==> src/hw/rtl/jem_pkg.sv <==
package jem_pkg;

    localparam int ITER_LIMIT_DEF = 1024;
    localparam int FRAC_BITS_DEF  = 28;
    localparam int REG_FRAC       = 28;
    localparam int QUEUE_DEPTH    = 2;
    localparam int CFG_IDX_W      = 3;
    localparam int CFG_DATA_W     = 32;

    // Register indexes of the configuration port.
    localparam logic [CFG_IDX_W-1:0] REG_C_REAL       = 3'd0;
    localparam logic [CFG_IDX_W-1:0] REG_C_IMAG       = 3'd1;
    localparam logic [CFG_IDX_W-1:0] REG_PIXEL_STEP   = 3'd2;
    localparam logic [CFG_IDX_W-1:0] REG_CENTER_REAL  = 3'd3;
    localparam logic [CFG_IDX_W-1:0] REG_CENTER_IMAG  = 3'd4;
    localparam logic [CFG_IDX_W-1:0] REG_FRAME_WIDTH  = 3'd5;
    localparam logic [CFG_IDX_W-1:0] REG_FRAME_HEIGHT = 3'd6;
    localparam logic [CFG_IDX_W-1:0] REG_MAX_ITER     = 3'd7;

    localparam logic [30:0] PIXEL_STEP_RST   = 31'd279620;
    localparam logic [12:0] FRAME_WIDTH_RST  = 13'd4000;
    localparam logic [12:0] FRAME_HEIGHT_RST = 13'd2256;
    localparam logic [10:0] MAX_ITER_RST     = 11'd1024;

    typedef struct packed {
        logic [11:0] column;
        logic [11:0] row;
    } in_item_t;

    typedef struct packed {
        logic        escaped;
        logic [23:0] pixel_index;
    } out_item_t;

    typedef struct packed {
        logic signed [31:0] c_real;
        logic signed [31:0] c_imag;
        logic [30:0]        pixel_step;
        logic signed [31:0] center_real;
        logic signed [31:0] center_imag;
        logic [12:0]        frame_width;
        logic [12:0]        frame_height;
        logic [10:0]        max_iterations;
    } cfg_t;

endpackage

==> src/hw/rtl/jem_queue.sv <==
module jem_queue #(
    parameter int DEPTH = jem_pkg::QUEUE_DEPTH,
    parameter int WIDTH = 1
) (
    input  logic             clk,
    input  logic             rst_n,
    input  logic             push_valid,
    output logic             push_ready,
    input  logic [WIDTH-1:0] push_data,
    output logic             pop_valid,
    input  logic             pop_ready,
    output logic [WIDTH-1:0] pop_data
);
    import jem_pkg::*;

    localparam int AW = (DEPTH > 1) ? $clog2(DEPTH) : 1;
    localparam int CW = $clog2(DEPTH + 1);

    logic [WIDTH-1:0] mem_reg [DEPTH];
    logic [AW-1:0]    wr_ptr_reg;
    logic [AW-1:0]    rd_ptr_reg;
    logic [CW-1:0]    count_reg;
    logic             do_push;
    logic             do_pop;

    assign push_ready = (count_reg != CW'(DEPTH));
    assign pop_valid  = (count_reg != '0);
    assign pop_data   = mem_reg[rd_ptr_reg];
    assign do_push    = push_valid && push_ready;
    assign do_pop     = pop_valid && pop_ready;

    always_ff @(posedge clk)
    begin
        if (do_push)
        begin
            mem_reg[wr_ptr_reg] <= push_data;
        end
    end

    always_ff @(posedge clk or negedge rst_n)
    begin
        if (!rst_n)
        begin
            wr_ptr_reg <= '0;
            rd_ptr_reg <= '0;
            count_reg  <= '0;
        end
        else
        begin
            if (do_push)
            begin
                wr_ptr_reg <= (wr_ptr_reg == AW'(DEPTH - 1)) ? '0 : wr_ptr_reg + AW'(1);
            end
            if (do_pop)
            begin
                rd_ptr_reg <= (rd_ptr_reg == AW'(DEPTH - 1)) ? '0 : rd_ptr_reg + AW'(1);
            end
            if (do_push && !do_pop)
            begin
                count_reg <= count_reg + CW'(1);
            end
            else if (do_pop && !do_push)
            begin
                count_reg <= count_reg - CW'(1);
            end
        end
    end

    a_count_bound: assert property (@(posedge clk) disable iff (!rst_n)
        count_reg <= CW'(DEPTH))
        else $error("queue fill count beyond depth");

endmodule

==> config.mk <==
export PLATFORM = sky130hd
export DESIGN_NAME = jem_queue
export DESIGN_NICKNAME = d
export VERILOG_FILES = /design/src/hw/rtl/jem_pkg.sv /design/src/hw/rtl/jem_queue.sv
export SDC_FILE = /design/constraint.sdc
export NUM_CORES = 1
export LEC_CHECK = 0
export BUFFER_PORTS_ARGS = -buffer_cell sky130_fd_sc_hd__buf_2
export CORE_AREA = 2 2 39 41
export DETAILED_ROUTE_END_ITERATION = 16
export DIE_AREA = 0 0 41 43
export PLACE_DENSITY = 0.5
export REMOVE_ABC_BUFFERS = 1
export SLEW_MARGIN = 20
export SYNTH_ARGS = -nofsm -noshare
export SYNTH_HDL_FRONTEND = slang
export SYNTH_SLANG_ARGS = --single-unit
export TNS_END_PERCENT = 30
==> constraint.sdc <==
create_clock -name clk -period 2.2 [get_ports clk]
set_input_delay 0.22 -clock clk [delete_from_list [all_inputs] [get_ports clk]]
set_output_delay 0.22 -clock clk [all_outputs]
set_load 0.01 [all_outputs]
==> results.tsv <==
stage	metric	value	unit
power	ir_drop	0.000511	V
setup_path	r2r_start	count_reg[0]	
floorplanning	die_h	43	um
power	leakage	0.000174	uW
cts	insertion_delay	240	ps
cts	cts_buffer_depth	2	
global_route	grt_use_met1	6.98	%
yosys	yosysSeqAreaShare	56.6	%
sta	skew	4.73	ps
hold_path	min-delay-start	push_data	
floorplanning	die_w	41	um
cts	cts_tree	done	
yosys	synthTopCellsByArea	dfrtp_1, edfxtp_1, xnor2_1, xor2_1, nand2b_4	
setup_path	setup.worst_path.end_class	flip-flop	
power	power_frac_comb	41.0	%
power	p_switching	181	uW
floorplanning	num_rows	14	
final_layout	n_fill_cell	141	
floorplanning	dieArea	1760	sq um
yosys	avgSynthCellArea	13.5	sq um
hold_path	hold_depth	1	
cts	htree_levels	1	
sta	setup_tns	0	ps
placed_design	hpwl	369	um
power	pwr-share-clk	19.0	%
setup_path	start_kind	flip-flop	
cts	postCtsSetupRepairBufs	0	
placed_design	dpl.cell_count	44	
final_layout	nets	40	
drt	vias_per_cell	3.75	
sta	whs	165	ps
global_route	grt_pass1_vias	187	
setup_path	rrSetupSlack	760	ps
power	total_power	532	uW
drt	drc	0	
global_route	grt_usage	7.10	%
setup_path	criticalPathCategory	flip-flop to flip-flop	
cts	cts-resized-gates	0	
sta	tightest_slew	178	ps
cts	cts_hold_buf	1	
drt	ant_nets	0	
power	switching_share	33.9	%
final_layout	instances_no_fill	48	
sta	rsz0062_at_grt	false	
placed_design	place_congestion	0.745	
status	status	completed	
cts	cts_sinks	6	
yosys	syn_area	283	sq um
cts	path_clk_slew	50	ps
final_layout	post-route-util	26.8	%
job	maxCapViolations	0	
floorplanning	pin_count	8	
power	seqPwrFrac	40.1	%
cts	cts_buffers	3	
yosys	synth_top_area_cell	dfrtp_1	
setup_path	r2r_end	count_reg[1]	
hold_path	holdCritPathClass	input pin to flip-flop	
yosys	yosys_warnings	0	
setup_path	r2r.worst_path.cells	7	
final_layout	drive_above_1_share	43.8	%
drt	vias	180	
sta	finalSetupViolations	0	
yosys	synth_cell_types	13	
global_route	grt_busiest_layer	met2	
floorplanning	start_util	20.4	%
sta	period_needed	1440	ps
yosys	netlist_instances	21	
floorplanning	core	1380	sq um
sta	final.period_utilization	65.3	%
drt	firstDrtPassIters	2	
drt	drt_iter0_markers	1	
global_route	grt_overflow	0	
final_layout	syn_to_final_growth	31.0	%
drt	postRouteWirelength	470	um
global_route	grt_max_degree	5	
sta	maxSlewViolCount	0	
final_layout	num_antenna_cells	0	
global_route	antenna_found_initial	0	
final_layout	seq_area	160	sq um
placed_design	port_buffers	7	
global_route	met2_usage	9.06	%
setup_path	cp.arrival	1610	ps
yosys	ys_ff_latch	6	
setup_path	cp_max_fo	4	
sta	relSlewSlack	88.1	%
sta	maxClockFrequency	0.696	GHz
hold_path	whs_endpoint	mem_reg[1]	
yosys	yosysTopAreaCellShare	35.4	%
drt	wl_per_cell	9.79	um
power	intPower	352	uW
global_route	grt_pass1_wl	752	um
setup_path	required	2370	ps
global_route	met3_usage	7.33	%
sta	final-hold-violation-count	0	
power	power.density	1440	nW/um^2
cts	cts_root_buf	clkbuf_4	
final_layout	multi_input_area	119	sq um
==> layer usage <==
| layer | vias up | part of all wire [%] |
|---|---|---|
| met5 | - | 0 |
| met3 | 0 | 18 |
| met4 | 0 | 0 |
| li1 | 89 | - |
| met1 | 79 | 42 |
| met2 | 12 | 40 |
==> synth_stat cells <==
| cell type | instances |
|---|---|
| and3_1 | 1 |
| edfxtp_1 | 2 |
| mux2_2 | 1 |
| xor2_1 | 2 |
| inv_1 | 1 |
| nand2_1 | 1 |
| dfrtp_1 | 4 |
| or2_4 | 1 |
| xnor2_1 | 3 |
| ha_1 | 1 |
| nand2_4 | 1 |
| nand2b_4 | 1 |
| nor2_1 | 2 |
==> cell type report <==
| class | count | area share [%] |
|---|---|---|
| multi-input cells | 14 | 32.1 |
| inverters | 1 | 1.01 |
| repair buffers | 8 | 12.2 |
| well taps | 16 | 5.41 |
| clock buffers | 3 | 6.08 |
| flip-flops and latches | 6 | 43.2 |
==> cell families after synthesis <==
group | Yosys count | share of synthesized area [%]
multiplexers | 1 | 3.98
adder cells (fa/ha/maj) | 1 | 4.42
AND/OR/NAND/NOR | 7 | 18.1
flip-flops | 6 | 56.6
XOR/XNOR | 5 | 15.5
buffers and inverters | 1 | 1.33
==> cell usage in the layout, fill, tap and decap left out, drive strengths merged, types with 2 or more instances in the layout <==
| cell | count |
|---|---|
| xor2 | 2 |
| xnor2 | 3 |
| clkbuf | 3 |
| buf | 7 |
| nor2 | 2 |
| dfrtp | 4 |
| nand2 | 2 |
| edfxtp | 2 |
==> metrics by stage <==
step | worst slack, ps | area (sq um)
detailed placement | 774 | 338
global route | 678 | 370
finish | 762 | 370
floorplan | 836 | 283
global placement | 815 | 338
CTS | 755 | 370
==> how the worst max path moves through the flow <==
stage	start	to	slack [ps]
after CTS	count_reg[0]	count_reg[1]	760
after global placement	count_reg[0]	count_reg[1]	810
final	count_reg[0]	count_reg[1]	760
after detailed placement	count_reg[0]	count_reg[1]	770
after global routing	count_reg[0]	count_reg[1]	680
after floorplan	count_reg[0]	count_reg[1]	840
==> worst max-delay path: stages, from the launching register on <==
cell and delay, ps:
dfrtp_1 420, nand2b_4 170, nand2_1 110, inv_1 50
ha_1 200, xor2_1 140, nor2_1 110, xor2_1 150
==> power by group through the flow <==
stage / sequential, uW / combinational, uW / clock [uW]
after floorplan: 205 / 169 / 0
after global placement: 210 / 210 / 0
after detailed placement: 214 / 218 / 0
after CTS: 214 / 223 / 106
after global routing: 220 / 238 / 111
final: 213 / 218 / 101
(Power assumes the default switching activity.)
