<file path="src/hw/rtl/jem_pkg.sv">
package jem_pkg;

    localparam int ITER_LIMIT_DEF = 1024;
    localparam int FRAC_BITS_DEF  = 28;
    localparam int REG_FRAC       = 28;
    localparam int QUEUE_DEPTH    = 2;
    localparam int CFG_IDX_W      = 3;
    localparam int CFG_DATA_W     = 32;

    // Register indexes of the configuration port.
    localparam logic [CFG_IDX_W-1:0] REG_C_REAL       = 3'd0;
    localparam logic [CFG_IDX_W-1:0] REG_C_IMAG       = 3'd1;
    localparam logic [CFG_IDX_W-1:0] REG_PIXEL_STEP   = 3'd2;
    localparam logic [CFG_IDX_W-1:0] REG_CENTER_REAL  = 3'd3;
    localparam logic [CFG_IDX_W-1:0] REG_CENTER_IMAG  = 3'd4;
    localparam logic [CFG_IDX_W-1:0] REG_FRAME_WIDTH  = 3'd5;
    localparam logic [CFG_IDX_W-1:0] REG_FRAME_HEIGHT = 3'd6;
    localparam logic [CFG_IDX_W-1:0] REG_MAX_ITER     = 3'd7;

    localparam logic [30:0] PIXEL_STEP_RST   = 31'd279620;
    localparam logic [12:0] FRAME_WIDTH_RST  = 13'd4000;
    localparam logic [12:0] FRAME_HEIGHT_RST = 13'd2256;
    localparam logic [10:0] MAX_ITER_RST     = 11'd1024;

    typedef struct packed {
        logic [11:0] column;
        logic [11:0] row;
    } in_item_t;

    typedef struct packed {
        logic        escaped;
        logic [23:0] pixel_index;
    } out_item_t;

    typedef struct packed {
        logic signed [31:0] c_real;
        logic signed [31:0] c_imag;
        logic [30:0]        pixel_step;
        logic signed [31:0] center_real;
        logic signed [31:0] center_imag;
        logic [12:0]        frame_width;
        logic [12:0]        frame_height;
        logic [10:0]        max_iterations;
    } cfg_t;

endpackage

</file>
<file path="src/hw/rtl/jem_front.sv">
module jem_front #(
    parameter int FRAC_BITS = jem_pkg::FRAC_BITS_DEF,
    localparam int DESC_W = 2 * (FRAC_BITS + 7) + 25
) (
    input  logic                clk,
    input  logic                rst_n,
    input  jem_pkg::cfg_t       cfg,
    input  logic                in_valid,
    output logic                in_ready,
    input  jem_pkg::in_item_t   in_item,
    output logic                desc_valid,
    input  logic                desc_ready,
    output logic [DESC_W-1:0]   desc
);
    import jem_pkg::*;

    localparam int ZW   = FRAC_BITS + 7;
    localparam int SHL  = (FRAC_BITS >= REG_FRAC) ? FRAC_BITS - REG_FRAC : 0;
    localparam int SHR  = (FRAC_BITS >= REG_FRAC) ? 0 : REG_FRAC - FRAC_BITS;
    localparam int PW   = 44;
    localparam int SUMW = 45;
    localparam int SW   = SUMW + SHL;
    localparam logic signed [SW-1:0] FOUR_S =
        {{(SW - FRAC_BITS - 3){1'b0}}, 3'b100, {FRAC_BITS{1'b0}}};

    typedef struct packed {
        logic                 far;
        logic signed [ZW-1:0] zr;
        logic signed [ZW-1:0] zi;
        logic [23:0]          pixel_index;
    } desc_t;

    logic signed [13:0]     dx;
    logic signed [13:0]     dy;
    logic signed [45:0]     prod_r_full;
    logic signed [45:0]     prod_i_full;
    logic [24:0]            idx_full;

    logic                   s1_valid_reg;
    logic signed [PW-1:0]   prod_r_reg;
    logic signed [PW-1:0]   prod_i_reg;
    logic [23:0]            idx_reg;

    logic signed [SUMW-1:0] sum_r;
    logic signed [SUMW-1:0] sum_i;
    logic signed [SW-1:0]   sh_r;
    logic signed [SW-1:0]   sh_i;
    desc_t                  desc_d;

    // First stage: offsets from the frame center, scaled by the pixel size.
    always_comb
    begin
        dx = $signed({2'b00, in_item.column}) - $signed({2'b00, cfg.frame_width[12:1]});
        dy = $signed({2'b00, in_item.row}) - $signed({2'b00, cfg.frame_height[12:1]});
        prod_r_full = $signed({1'b0, cfg.pixel_step}) * dx;
        prod_i_full = $signed({1'b0, cfg.pixel_step}) * dy;
        idx_full = in_item.row * cfg.frame_width + 25'(in_item.column);
    end

    assign in_ready = !s1_valid_reg || desc_ready;

    always_ff @(posedge clk or negedge rst_n)
    begin
        if (!rst_n)
        begin
            s1_valid_reg <= 1'b0;
        end
        else if (in_ready)
        begin
            s1_valid_reg <= in_valid;
        end
    end

    always_ff @(posedge clk)
    begin
        if (in_valid && in_ready)
        begin
            prod_r_reg <= prod_r_full[PW-1:0];
            prod_i_reg <= prod_i_full[PW-1:0];
            idx_reg    <= idx_full[23:0];
        end
    end

    // Second stage: add the center, move to the internal fraction width and
    // flag start points that lie on or outside the radius-4 square.
    always_comb
    begin
        sum_r = SUMW'(prod_r_reg) + SUMW'(cfg.center_real);
        sum_i = SUMW'(prod_i_reg) + SUMW'(cfg.center_imag);
        sh_r  = (SW'(sum_r) <<< SHL) >>> SHR;
        sh_i  = (SW'(sum_i) <<< SHL) >>> SHR;
        desc_d.far = (sh_r >= FOUR_S) || (sh_r <= -FOUR_S)
                  || (sh_i >= FOUR_S) || (sh_i <= -FOUR_S);
        desc_d.zr = sh_r[ZW-1:0];
        desc_d.zi = sh_i[ZW-1:0];
        desc_d.pixel_index = idx_reg;
    end

    assign desc_valid = s1_valid_reg;
    assign desc = desc_d;

endmodule

</file>
<file path="config.mk">
export PLATFORM = sky130hd
export DESIGN_NAME = jem_front
export DESIGN_NICKNAME = d
export VERILOG_FILES = /design/src/hw/rtl/jem_pkg.sv /design/src/hw/rtl/jem_front.sv
export SDC_FILE = /design/constraint.sdc
export NUM_CORES = 2
export LEC_CHECK = 0
export ABC_AREA = 1
export BUFFER_PORTS_ARGS = -buffer_cell sky130_fd_sc_hd__buf_2
export CAP_MARGIN = 20
export CORE_UTILIZATION = 30
export DETAILED_ROUTE_END_ITERATION = 12
export PLACE_DENSITY = 0.49
export SLEW_MARGIN = 20
export SYNTH_ARGS = -nofsm -noshare
export SYNTH_HDL_FRONTEND = slang
export SYNTH_SLANG_ARGS = --single-unit
</file>
<file path="constraint.sdc">
create_clock -name clk -period 8.65 [get_ports clk]
set_input_delay 0.4325 -clock clk [delete_from_list [all_inputs] [get_ports clk]]
set_output_delay 0.4325 -clock clk [all_outputs]
set_load 0.02 [all_outputs]
</file>
==> out/summary.md <==
- **outcome** finished, final reports clean
- **post-synthesis cell area** 42600 µm²
- **insertion delay of the later-clocked pin in the worst-skew pair** 490 ps
- **final clock skew** 10.4 ps
- **setup TNS** 0 ps
- **detailed-route DRC error count** 0
- **post-synth cell types** 58
- **relative slew slack** 38.9%
- **number of synthesized register bits** 113
- **HP Class** in -> reg
- **initial antenna violation count** 23
- **buffer count from post-CTS setup fixing** 0
- **count of endpoints failing setup in the final report** 0
- **global placer's final weighted congestion** 0.914
- **layout cell share with drive strength beyond 1** 8.42%
- **transition time at the pin with the least slew margin** 917 ps
- **achievable frequency** 125 MHz
- **crit path DAT** 8240 ps
- **TritonRoute pass-1 iters** 5
- **Sinks on Clock Net** 113
- **pin count of the biggest net entering global routing** 58
- **most repeated library cell on the critical path** sky130_fd_sc_hd__nand2_1
- **startpoint class of the critical path** input pin
- **# nets final** 7204
- **reported max-cap violation count** 0
- **signed area change from the synthesized netlist to the final layout** 9.40%
- **Die Outline Area** 143000 µm²
- **number of synthesis warnings** 0
- **via count** 35900
- **Slew Limit Fails** 0
- **critical path required time** 8870 ps
- **wire length per cell after detailed routing** 17.4 µm
- **number of buffers on the longest clock path** 2
- **largest incremental delay on the critical path** 550 ps
- **placed wire-length estimate** 114000 µm
- **critical setup path kind** in -> reg
- **Syn Area/Cell** 7.58 µm²
- **Horiz. Die Dim** 379 µm
- **CTS root buffer** sky130_fd_sc_hd__clkbuf_16
- **core area** 140000 µm²
- **count of standard-cell rows** 137
- **portion of the post-synthesis area used by sequential elements** 7.96%
- **Buffers on Ports** 244
- **Fin. Hold Viols** 0
- **Initial Util** 30.4%
- **biggest fanout along the worst timing path** 12
- **number of clock buffers inserted by TritonCTS** 17
- **Async SR Flop Fraction** 0.885%
- **Detailed Route Iter0 Violations** 2551
- **clock tree from TritonCTS** built
- **H-tree Lvls** 4
- **gr usage total** 19.2%
- **min Tclk post-route** 8020 ps
- **Reg clk slew, reported paths** 70 ps
- **I/O pin cnt** 321
- **Antenna Nets Post-Route** 0
- **Syn Nets** 7037
- **Post-synth EDFFs** 112
- **leftover overflow at the end of global routing** 0
- **y dimension of the die** 379 µm
- **number of global-route vias before repair** 36800
- **slowest library cell on the worst path** sky130_fd_sc_hd__fa_1
- **RSZ-0062 raised after global routing** no
- **via-per-instance ratio** 4.68
- **number of standard cells after synthesis** 5615
- **share of the clock period used by the worst path** 92.8%
- **CP Capture Type** flip-flop
- **global-route wire length before repair** 211000 µm
- **WL final** 134000 µm
- **dominant register cell in the synthesized netlist** sky130_fd_sc_hd__edfxtp_1
[Yosys cell counts, types with 15 or more instances]
cell type | instances | area [µm²]
sky130_fd_sc_hd__nand2_1 | 1638 | 6150
sky130_fd_sc_hd__inv_1 | 1144 | 4290
sky130_fd_sc_hd__fa_1 | 762 | 15300
sky130_fd_sc_hd__nor2_1 | 483 | 1810
sky130_fd_sc_hd__ha_1 | 436 | 5460
sky130_fd_sc_hd__a21oi_1 | 212 | 1060
sky130_fd_sc_hd__nand3_1 | 148 | 741
sky130_fd_sc_hd__clkbuf_1 | 131 | 492
sky130_fd_sc_hd__edfxtp_1 | 112 | 3360
sky130_fd_sc_hd__xor2_1 | 80 | 701
sky130_fd_sc_hd__o21ai_0 | 69 | 345
sky130_fd_sc_hd__xnor2_1 | 44 | 385
sky130_fd_sc_hd__nand4_1 | 40 | 250
sky130_fd_sc_hd__nor2_2 | 39 | 244
sky130_fd_sc_hd__nand2_2 | 36 | 225
sky130_fd_sc_hd__nor3_1 | 21 | 105
sky130_fd_sc_hd__inv_2 | 18 | 67.6
sky130_fd_sc_hd__a31oi_1 | 15 | 93.8
sky130_fd_sc_hd__nand3b_1 | 15 | 113
sky130_fd_sc_hd__o21bai_1 | 15 | 113
[metrics by stage]
stage | hold WS (ps) | setup WS [ps] | cells | area (µm²) | util, %
final | 167 | 627 | 7681 | 46600 | 33.2
after global placement | 208 | 369 | 7638 | 45900 | 32.8
after global routing | 160 | 303 | 7673 | 46500 | 33.2
after CTS | 126 | 822 | 7671 | 46500 | 33.2
after detailed placement | 211 | 293 | 7638 | 45900 | 32.8
after floorplan | 137 | 1290 | 5615 | 42600 | -
[layout make-up]
| cell class | instances | area (µm²) |
|---|---|---|
| diodes | 10 | 25.0 |
| clock inverters | 15 | 183 |
| well taps | 1876 | 2350 |
| multi-input cells | 4182 | 34200 |
| fillers | 15300 | 93600 |
| inverters | 1166 | 4380 |
| clock buffers | 17 | 425 |
| repair buffers | 302 | 1660 |
| flip-flops and latches | 113 | 3390 |
[logic make-up (layout without fill, tap and decap cells)]
group                      after synthesis  count (layout)  synth area share (%)
adders and majority gates             1198            1198                  48.7
and+or+nand+nor                       2469            2469                  23.6
other                                    0              10                     0
buffers and inverters                 1320            1500                  11.8
DFF                                    113             113                  7.96
xor gates and xnor gates               126             126                  2.65
AOI/OAI and AO/OA                      389             389                  5.30
[per-layer routing]
layer  vias to the layer above  track usage, %  routed length (µm)
li1                      17200               -                   -
met1                     17700            26.9               60900
met2                       890            31.0               61500
met3                       128            3.39                9120
met4                        18            3.64                2150
met5                         -               0                 115
[path summary, 6_finish.rpt]
check | start | endpoint | slack, ps | cells after the start
worst max-delay path | in_item[0] | prod_i_reg[42] | 630 | 36
worst min-delay path | in_valid | desc_valid | 170 | 3
worst max register to register | desc_valid | prod_i_reg[3] | 6280 | 3
worst min register to register | desc_valid | desc_valid | 580 | 2
max in group asynchronous | rst_n | desc_valid | 8330 | 2
min in group asynchronous | rst_n | desc_valid | 240 | 2
[critical path: cells and delay by family]
family                   cells  cell delay (ps)
AO/OA/AOI/OAI                7             1490
XOR/XNOR                     1              170
adder cells (fa/ha/maj)      9             4020
buffers and inverters        7              840
AND/OR/NAND/NOR             12             1260
[placed cells by master (no fill, tap or decap), drive strengths merged, types with 5 or more instances in the layout]
cell type  instances
o31ai              5
a31oi             17
o21bai            18
xor2              81
diode             10
a21o              11
inv             1166
nand3b            16
nand3            156
nor3              27
a21oi            222
fa               762
or2               20
o21ai             89
nand2           1674
buf              301
clkbuf            17
clkinv             8
nor2             529
xnor2             45
edfxtp           112
nand4             40
ha               436
o21a              11
[what timing repair did]
action	CTS	global route
gates resized for setup	0	0
endpoints found under the hold margin	1	0
hold buffers	1	0
Power is not shown: default switching activity piles up to over one toggle a cycle in this logic, so the estimate is an artifact.
